File: config.mk
export PLATFORM = sky130hd
export DESIGN_NAME = triangular_test_by_isqrt
export DESIGN_NICKNAME = d
export VERILOG_FILES = /design/src/rtl/tisq_pkg.sv /design/src/rtl/triangular_test_by_isqrt.sv
export SDC_FILE = /design/constraint.sdc
export NUM_CORES = 2
export LEC_CHECK = 0
export BUFFER_PORTS_ARGS = -buffer_cell sky130_fd_sc_hd__buf_2
export CAP_MARGIN = 0
export CORE_UTILIZATION = 60
export CTS_CLUSTER_SIZE = 40
export DETAILED_ROUTE_END_ITERATION = 7
export HOLD_SLACK_MARGIN = 0.02
export PLACE_DENSITY_LB_ADDON = 0.1
export SETUP_SLACK_MARGIN = 0.3
export SYNTH_ARGS = -nofsm -noshare
export SYNTH_HDL_FRONTEND = slang
export SYNTH_MEMORY_MAX_BITS = 65536
export SYNTH_SLANG_ARGS = --single-unit
export TNS_END_PERCENT = 1
File: constraint.sdc
create_clock -name clk -period 13.35 [get_ports clk]
set_input_delay 2.67 -clock clk [delete_from_list [all_inputs] [get_ports clk]]
set_output_delay 2.67 -clock clk [all_outputs]
set_load 0.03 [all_outputs]
File: src/rtl/tisq_pkg.sv
// Package for the triangular test by integer square root.
// Holds field widths, stream widths and the default data path width.
// Used by the top level and by its checker.
`default_nettype none

package tisq_pkg;

  // Default width of d = 8m+1 in the square-root data path
  localparam int DATA_WIDTH_DEF = 64;

  // Field widths
  localparam int CAND_W = 61;
  localparam int ROOT_W = 32;
  localparam int TRI_W  = 32;

  // Stream widths, packed fields rounded up to whole bytes
  localparam int IN_TDATA_W  = ((CAND_W + 7) / 8) * 8;
  localparam int OUT_FIELD_W = ROOT_W + 1 + 1 + TRI_W;
  localparam int OUT_TDATA_W = ((OUT_FIELD_W + 7) / 8) * 8;

  // Bit positions of the result fields in the output tdata
  localparam int OUT_SQ_POS  = ROOT_W;
  localparam int OUT_ADM_POS = ROOT_W + 1;
  localparam int OUT_TRI_LO  = ROOT_W + 2;

endpackage

`default_nettype wire

File: src/rtl/triangular_test_by_isqrt.sv
// Stages from input transfer to result:
// one stage forms d = 8m+1, one stage per two-bit root step, one output stage.
// Throughput: one item per cycle while the output is not stalled; each stage holds one item and moves on when the
// stage after it is empty or moving, so bubbles close up under output stalls.
// Reset clears all valid bits; payload registers are not reset.
// Depends on tisq_pkg.
`default_nettype none

module triangular_test_by_isqrt
  import tisq_pkg::*;
#(
  parameter int DATA_WIDTH = DATA_WIDTH_DEF
) (
  input  wire logic                   clk,
  input  wire logic                   rst,
  // input stream
  input  wire logic                   s_axis_tvalid,
  output logic                        s_axis_tready,
  input  wire logic [IN_TDATA_W-1:0]  s_axis_tdata,   // [60:0] candidate, rest ignored
  // result stream
  output logic                        m_axis_tvalid,
  input  wire logic                   m_axis_tready,
  output logic [OUT_TDATA_W-1:0]      m_axis_tdata    // [31:0] root, [32] is_square,
                                                      // [33] admissible,
                                                      // [65:34] tri_index, rest zero
);

  localparam int STEPS = (DATA_WIDTH - 1) / 2 + 1;  // two-bit root steps
  localparam int TOP   = ((DATA_WIDTH - 1) / 2) * 2; // position of first trial bit
  localparam int LAST  = STEPS + 1;                  // index of the output stage

  // Per-stage registers: stage 0 holds d, stage k holds state after step k
  logic                  valid [0:LAST];
  logic                  ready [0:LAST+1];
  logic [DATA_WIDTH-1:0] rem   [0:STEPS];
  logic [DATA_WIDTH-1:0] root  [0:STEPS];
  logic                  nz    [0:STEPS];

  // Output stage registers
  logic [ROOT_W-1:0] root_out;
  logic              sq_out;
  logic              adm_out;
  logic [TRI_W-1:0]  tri_out;

  // Stage input signals
  logic [63:0]       d_full;
  logic [ROOT_W-1:0] root_fin;
  logic [ROOT_W:0]   root_inc;

  // Stall chain: a stage can load when it is empty or the next one takes its item
  always_comb begin
    ready[LAST+1] = m_axis_tready;
    for (int i = LAST; i >= 0; i--) begin
      ready[i] = !valid[i] || ready[i+1];
    end
  end

  assign s_axis_tready = ready[0];

  // Valid bits travel with the data
  always_ff @(posedge clk) begin
    if (rst) begin
      for (int i = 0; i <= LAST; i++) begin
        valid[i] <= 1'b0;
      end
    end else begin
      if (ready[0]) begin
        valid[0] <= s_axis_tvalid;
      end
      for (int i = 1; i <= LAST; i++) begin
        if (ready[i]) begin
          valid[i] <= valid[i-1];
        end
      end
    end
  end

  // Stage 0: form d = 8m+1 at the data path width
  assign d_full = {s_axis_tdata[CAND_W-1:0], 3'b000} + 64'd1;

  always_ff @(posedge clk) begin
    if (ready[0]) begin
      rem[0]  <= d_full[DATA_WIDTH-1:0];
      root[0] <= '0;
      nz[0]   <= |s_axis_tdata[CAND_W-1:0];
    end
  end

  // Root stages: one trial subtract and compare each
  for (genvar k = 1; k <= STEPS; k++) begin : g_step
    localparam logic [DATA_WIDTH-1:0] BIT = DATA_WIDTH'(1) << (TOP - 2 * (k - 1));

    logic [DATA_WIDTH-1:0] trial;
    logic                  take;

    assign trial = root[k-1] + BIT;
    assign take  = rem[k-1] >= trial;

    always_ff @(posedge clk) begin
      if (ready[k]) begin
        nz[k] <= nz[k-1];
        if (take) begin
          rem[k]  <= rem[k-1] - trial;
          root[k] <= (root[k-1] >> 1) + BIT;
        end else begin
          rem[k]  <= rem[k-1];
          root[k] <= root[k-1] >> 1;
        end
      end
    end
  end

  // Output stage: flags and triangular index
  assign root_fin = ROOT_W'(root[STEPS]);
  assign root_inc = {1'b0, root_fin} + (ROOT_W+1)'(1);

  always_ff @(posedge clk) begin
    if (ready[LAST]) begin
      root_out <= root_fin;
      sq_out   <= rem[STEPS] == '0;
      adm_out  <= (rem[STEPS] == '0) && nz[STEPS];
      tri_out  <= root_inc[ROOT_W:1];
    end
  end

  // Pack the result transfer
  assign m_axis_tvalid = valid[LAST];
  always_comb begin
    m_axis_tdata                                 = '0;
    m_axis_tdata[ROOT_W-1:0]                     = root_out;
    m_axis_tdata[OUT_SQ_POS]                     = sq_out;
    m_axis_tdata[OUT_ADM_POS]                    = adm_out;
    m_axis_tdata[OUT_TRI_LO +: TRI_W]            = tri_out;
  end

endmodule

`default_nettype wire

# Word level (Yosys, flattened, before mapping)
# Memories as Yosys holds them, arrays and structs flattened.
# Index checks and enable logic that the tools add are counted.
dict set report totals {
  romBits 0
  ramBits 4291
  mem_count 4
  latch_bits 0
  register_bits 66
  elab_cells 734
  inputBits 68
}
# memory depth width rd rd_ports_with_merged_regs wr line
set memory_table {}
lappend memory_table {rem 33 64 33 0 33 triangular_test_by_isqrt.sv:35} ;# logic [DATA_WIDTH-1:0] rem [0:STEPS];
lappend memory_table {root 33 64 33 0 33 triangular_test_by_isqrt.sv:36} ;# logic [DATA_WIDTH-1:0] root [0:STEPS];
lappend memory_table {valid 34 1 34 0 34 triangular_test_by_isqrt.sv:33} ;# logic valid [0:LAST];
lappend memory_table {nz 33 1 33 0 33 triangular_test_by_isqrt.sv:37} ;# logic nz [0:STEPS];
dict set report classes {
  add_sub_neg 98
  mux 427
  n_mul 0
  n_eq_ne 0
  n_bitwise 98
  n_div 0
  reduce_logical 71
  order_cmp 32
  shift 0
}
# operator n
set op_table {}
lappend op_table {{$mux W64} 64}
lappend op_table {{$ge A64 B64 Y1} 32}
lappend op_table {{$sub A64 B64 Y64} 32}
lappend op_table {{$mux W1} 363}
lappend op_table {{$add A64 B1 Y64 const B} 2}
lappend op_table {{$or A1 B1 Y1} 98}
lappend op_table {{$add A63 B1 Y64 const B} 1}
lappend op_table {{$add A63 B11 Y64 const B} 1}
lappend op_table {{$add A63 B13 Y64 const B} 1}
lappend op_table {{$add A63 B15 Y64 const B} 1}
lappend op_table {{$add A63 B17 Y64 const B} 1}
lappend op_table {{$add A63 B19 Y64 const B} 1}
lappend op_table {{$add A63 B21 Y64 const B} 1}
lappend op_table {{$add A63 B23 Y64 const B} 1}
lappend op_table {{$add A63 B25 Y64 const B} 1}
lappend op_table {{$add A63 B27 Y64 const B} 1}
lappend op_table {{$add A63 B29 Y64 const B} 1}
lappend op_table {{$add A63 B3 Y64 const B} 1}
lappend op_table {{$add A63 B31 Y64 const B} 1}
lappend op_table {{$add A63 B33 Y64 const B} 1}
lappend op_table {{$add A63 B35 Y64 const B} 1}
lappend op_table {{$add A63 B37 Y64 const B} 1}
lappend op_table {{$add A63 B39 Y64 const B} 1}
lappend op_table {{$add A63 B41 Y64 const B} 1}
lappend op_table {{51 further kinds} 117}

# Logic depth before layout (Yosys ltp)
# An unclocked memory read counts as a cell.
dict set report logic_depth {
  ltp_word 40
  mapped_depth 15
  depth_no_buf 12
}

# Worst setup path before layout
# No wires, ideal clock.
dict set report synth_timing {
  path_type {input to output}
  start {input m_axis_tready}
  end {output s_axis_tready}
  path_slack_ns 2.466
  path_stages 12
  t_arrival_ns 8.214
  n_path_buf 3
  path_cell_list {nor2b_1 > clkbuf_1 > nand4_1 > nor4_1 > and2_0 > clkbuf_1 > and3_1 > inv_1 > nor3_1 > and2_1 > clkbuf_1 > nand4_1}
}
# element line
set synth_rtl {}
lappend synth_rtl {{start: declaration} triangular_test_by_isqrt.sv:22} ;# input wire logic m_axis_tready,
lappend synth_rtl {{end: declaration} triangular_test_by_isqrt.sv:18} ;# output logic s_axis_tready,

==> impl_results.html <==
<table>
<tr><th>Metric</th><th>Value</th></tr>
<tr><th colspan="2">GRT</th></tr>
<tr><td>Gr ovfl total</td><td>0</td></tr>
<tr><td>Via count of the first global-routing pass</td><td>approximately 80000</td></tr>
<tr><td>First-pass GRT wire length</td><td>398000 um</td></tr>
<tr><td>Antenna violations before repair</td><td>7</td></tr>
<tr><td>Largest net degree at the start of global routing</td><td>83</td></tr>
<tr><td>Total routing usage reported by global routing</td><td>24.0%</td></tr>
<tr><th colspan="2">Min path</th></tr>
<tr><td>Instance count along the most critical hold path</td><td>0</td></tr>
<tr><td>Hold Path Origin</td><td>rem[15][21]</td></tr>
<tr><td>Tightest Hold Check Type</td><td>reg -&gt; reg</td></tr>
<tr><td>Worst Hold Endpoint</td><td>rem[16][21]</td></tr>
<tr><th colspan="2">Yosys</th></tr>
<tr><td>Cells after Synth</td><td>slightly below 10000</td></tr>
<tr><td>Yosys warnings</td><td>0</td></tr>
<tr><td>Most common cell in the synthesized netlist</td><td>edfxtp_1</td></tr>
<tr><td>Async S/R FF share, synth</td><td>0%</td></tr>
<tr><td>Yosys cell types</td><td>88</td></tr>
<tr><td>Synthesized area divided by synthesized cell count</td><td>12.8 um2</td></tr>
<tr><td>Number of synthesized register bits</td><td>between 2000 and 3000</td></tr>
<tr><td>Number of enable-type register cells in the synthesized netlist</td><td>between 2000 and 3000</td></tr>
<tr><td>Portion of the post-synthesis area used by sequential elements</td><td>64.4%</td></tr>
<tr><td>Cell type with the largest total area after synthesis</td><td>edfxtp_1</td></tr>
<tr><td>Synth area leaders</td><td>edfxtp_1, ha_1, xnor2_1</td></tr>
<tr><td>Yosys top cell area share</td><td>64.4%</td></tr>
<tr><td>Post-Synthesis Cell Area</td><td>125000 um2</td></tr>
<tr><td>Top flip-flop cell by instance count after synthesis</td><td>edfxtp_1</td></tr>
<tr><td>Cell types with the highest counts after synthesis</td><td>edfxtp_1, inv_1, nand2_1</td></tr>
<tr><th colspan="2">Die</th></tr>
<tr><td>Die outline width</td><td>458 um</td></tr>
<tr><td>Full die area</td><td>210000 um2</td></tr>
<tr><td>Effective utilization at floorplan</td><td>60.3%</td></tr>
<tr><td>Top-level I/O count</td><td>142</td></tr>
<tr><td>Site row count</td><td>167</td></tr>
<tr><td>Area of the placeable core</td><td>about 210000 um2</td></tr>
<tr><td>Die Y-Extent</td><td>458 um</td></tr>
<tr><th colspan="2">Routing</th></tr>
<tr><td>Number of violations reported at the end of detailed-routing iteration 0</td><td>4193</td></tr>
<tr><td>Routed wire per std cell</td><td>19.5 um</td></tr>
<tr><td>Number of detailed-routing iterations run before antenna repair</td><td>8</td></tr>
<tr><td>Count of nets left with antenna violations after detail routing</td><td>0</td></tr>
<tr><td>Final Routed Wirelength</td><td>253000 um</td></tr>
<tr><td>Via Count</td><td>approximately 76000</td></tr>
<tr><td>Number of remaining DRC errors</td><td>0</td></tr>
<tr><td>Via/cell ratio</td><td>just under 6</td></tr>
<tr><th colspan="2">Cells and area</th></tr>
<tr><td>Layout cell share with drive strength beyond 1</td><td>7.65%</td></tr>
<tr><td>Final net count</td><td>10700</td></tr>
<tr><td>Core occupancy in the finished layout</td><td>66.7%</td></tr>
<tr><td>Final std cell area, no fill</td><td>138000 um2</td></tr>
<tr><td>Signed area change from the synthesized netlist to the final layout</td><td>10.5%</td></tr>
<tr><td>Number of inserted filler cells in the final layout</td><td>14400</td></tr>
<tr><th colspan="2">Outcome</th></tr>
<tr><td>Outcome</td><td>completed</td></tr>
<tr><th colspan="2">Worst setup path</th></tr>
<tr><td>Slowest cell on crit path</td><td>nor2b_1</td></tr>
<tr><td>Most repeated library cell on the critical path</td><td>buf_4</td></tr>
<tr><td>Nature of the critical path startpoint</td><td>input port</td></tr>
<tr><td>Setup slack, reg-to-reg</td><td>8.12 ns</td></tr>
<tr><td>Destination of the worst register-to-register timing path</td><td>rem[22][39]</td></tr>
<tr><td>Biggest cell delay along the critical path</td><td>0.68 ns</td></tr>
<tr><td>Worst R2R Path Depth</td><td>10</td></tr>
<tr><td>Nature of the critical path endpoint</td><td>primary output</td></tr>
<tr><td>Required time at the endpoint of the critical path</td><td>10.68 ns</td></tr>
<tr><td>Crit Path Class</td><td>in -&gt; out</td></tr>
<tr><td>Worst path arrival time</td><td>6.52 ns</td></tr>
<tr><td>CP Max Fanout</td><td>23</td></tr>
<tr><td>Crit Reg-Reg Startpoint</td><td>rem[21][22]</td></tr>
<tr><td>Cell breakdown of the critical path</td><td>buf_2 &gt; nor2b_1 &gt; nand4_1 &gt; buf_4 &gt; nor4_1 &gt; buf_4 &gt; and2_0 &gt; and3_1 &gt; inv_2 &gt; nor3_1 &gt; buf_4 &gt; and2_1 &gt; nand4_1 &gt; buf_2</td></tr>
<tr><th colspan="2">Clock tree</th></tr>
<tr><td>Number of H-tree levels</td><td>5</td></tr>
<tr><td>Post-cts gate resize count</td><td>0</td></tr>
<tr><td>Hold Buf Count CTS</td><td>0</td></tr>
<tr><td>Number of setup buffers added after CTS</td><td>0</td></tr>
<tr><td>Clock slew at the register clock pins of the worst setup and hold paths</td><td>approximately 0.06 ns</td></tr>
<tr><td>Clock network latency to the later pin of the worst-skew pair</td><td>0.95 ns</td></tr>
<tr><td>CTS sink count</td><td>between 2000 and 3000</td></tr>
<tr><td>Buffer levels on the longest clock path</td><td>4</td></tr>
<tr><td>CTS Buf Count</td><td>296</td></tr>
<tr><td>Cell chosen for the clock root</td><td>clkbuf_16</td></tr>
<tr><td>Clock tree from TritonCTS</td><td>done</td></tr>
<tr><th colspan="2">Pwr</th></tr>
<tr><td>Highest ir drop seen on vdd</td><td>185 uV</td></tr>
<tr><td>Leakage Power</td><td>approximately 56 nW</td></tr>
<tr><td>Overall power</td><td>26.1 mW</td></tr>
<tr><td>PwrDens</td><td>approximately 190 nW/um2</td></tr>
<tr><th colspan="2">Timing</th></tr>
<tr><td>Setup-violating endpoint count in the final report</td><td>0</td></tr>
<tr><td>Min Clock Period, post-route</td><td>9.19 ns</td></tr>
<tr><td>Fraction of the cycle the final worst path needs</td><td>68.8%</td></tr>
<tr><td>Setup repair after global routing missed its margin</td><td>false</td></tr>
<tr><td>Final hold slack</td><td>between 0.3 and 0.4 ns</td></tr>
<tr><td>Clock skew</td><td>0.0943 ns</td></tr>
<tr><td>Relative slew slack</td><td>a little under 10%</td></tr>
<tr><td>Total count of max-transition violations in the final report</td><td>0</td></tr>
<tr><td>Final-layout setup total negative slack</td><td>0 ns</td></tr>
<tr><td>Final hold violation count</td><td>0</td></tr>
<tr><td>Maximum clock rate</td><td>109 MHz</td></tr>
<tr><td>Worst slew pin tran</td><td>1.34 ns</td></tr>
<tr><th colspan="2">Place</th></tr>
<tr><td>Input/output buffers</td><td>132</td></tr>
<tr><td>Cell area after placement</td><td>129000 um2</td></tr>
<tr><td>Estimated wirelength of the detail-placed design</td><td>187000 um</td></tr>
<tr><td>Routability congestion estimate from global placement</td><td>1.01</td></tr>
<tr><th colspan="2">Job</th></tr>
<tr><td>Number of max-capacitance violations reported</td><td>0</td></tr>
</table>
[metal layers]
layer  routed length [um]  part of all wire, %  GRT usage (%)
met1                80800                   32           20.5
met2               144000                   57           48.6
met3                 7440                  2.9           2.96
met4                20600                  8.2           18.6
met5                    0                    0              0
[sequential cells by signal, summed over array words and instances (netlist names)]
name,cells
root_out,32
tri_out,32
sq_out,1
root,528
adm_out,1
rem,2016
nz,33
valid,34
[where the power goes]
group | total, mW | internal, mW | switching [mW]
sequential | 12.9 | 11.6 | 1.29
combinational | 5.63 | 2.50 | 3.14
clock | 7.54 | 4.40 | 3.14
total | 26.1 | 18.5 | 7.56
[worst max-delay path: cells and delay by family]
| family | cells | cell delay [ns] |
|---|---|---|
| AND/OR/NAND/NOR | 8 | 2.60 |
| buffers and inverters | 6 | 1.23 |
[worst max path at each step]
stage / from / end / slack (ns) / cells after the start
2_1_floorplan: m_axis_tready / s_axis_tready / 2.47 / 12
3_3_place_gp: m_axis_tready / s_axis_tready / 4.17 / 14
3_5_place_dp: m_axis_tready / s_axis_tready / 4.13 / 14
4_1_cts: m_axis_tready / s_axis_tready / 4.10 / 14
5_1_grt: m_axis_tready / s_axis_tready / 3.87 / 14
6_report: m_axis_tready / s_axis_tready / 4.16 / 14
[stage by stage]
step / std cells / setup WS [ns]
after floorplan: 9722 / 2.47
after global placement: 12500 / 4.17
after detailed placement: 12500 / 4.13
after CTS: 13000 / 4.10
after global routing: 13000 / 3.87
final: 13000 / 4.16
[placed cells by master (no fill, tap or decap), drive strengths merged, types with 26 or more instances in the layout]
master     n
a211oi    62
a21o     174
a21oi    511
a31oi     53
and2      58
and3      74
buf      223
clkbuf   362
clkinv   107
diode     34
edfxtp  2677
ha       527
inv      754
mux2      50
nand2    678
nand2b   144
nand3    169
nand3b    41
nand4     92
nand4b    26
nor2     585
nor2b     64
nor3     287
nor3b     35
nor4     175
o211ai    30
o21a     131
o21ai    519
o21bai    48
o31ai     73
or2       59
or3      100
or4       81
xnor2    465
xor2     460
[area by class of cell]
cell class                      instances  area, um2  share of cell area (%)
Sequential cell                      2677      80400                    58.3
Multi-Input combinational cell       6104      41100                    29.8
Clock buffer                          362       7720                    5.60
Tap cell                             2704       3380                    2.45
Inverter                              751       2820                    2.05
Timing Repair Buffer                  223       1340                   0.974
Clock inverter                        131       1060                   0.768
Antenna cell                           34       85.1                  0.0617
[kinds of logic after synthesis]
| kind of cell | Yosys count | share of synthesized area [%] |
|---|---|---|
| AO/OA/AOI/OAI | 1851 | 9.29 |
| XOR/XNOR | 925 | 6.49 |
| adder cells (fa/ha/maj) | 529 | 5.31 |
| buffers and inverters | 941 | 2.87 |
| flip-flops | 2677 | 64.4 |
| multiplexers | 61 | 0.560 |
| other | 1 | 0.00300 |
| AND/OR/NAND/NOR | 2732 | 11.1 |
Note: power is estimated with default switching activity, not from simulation.
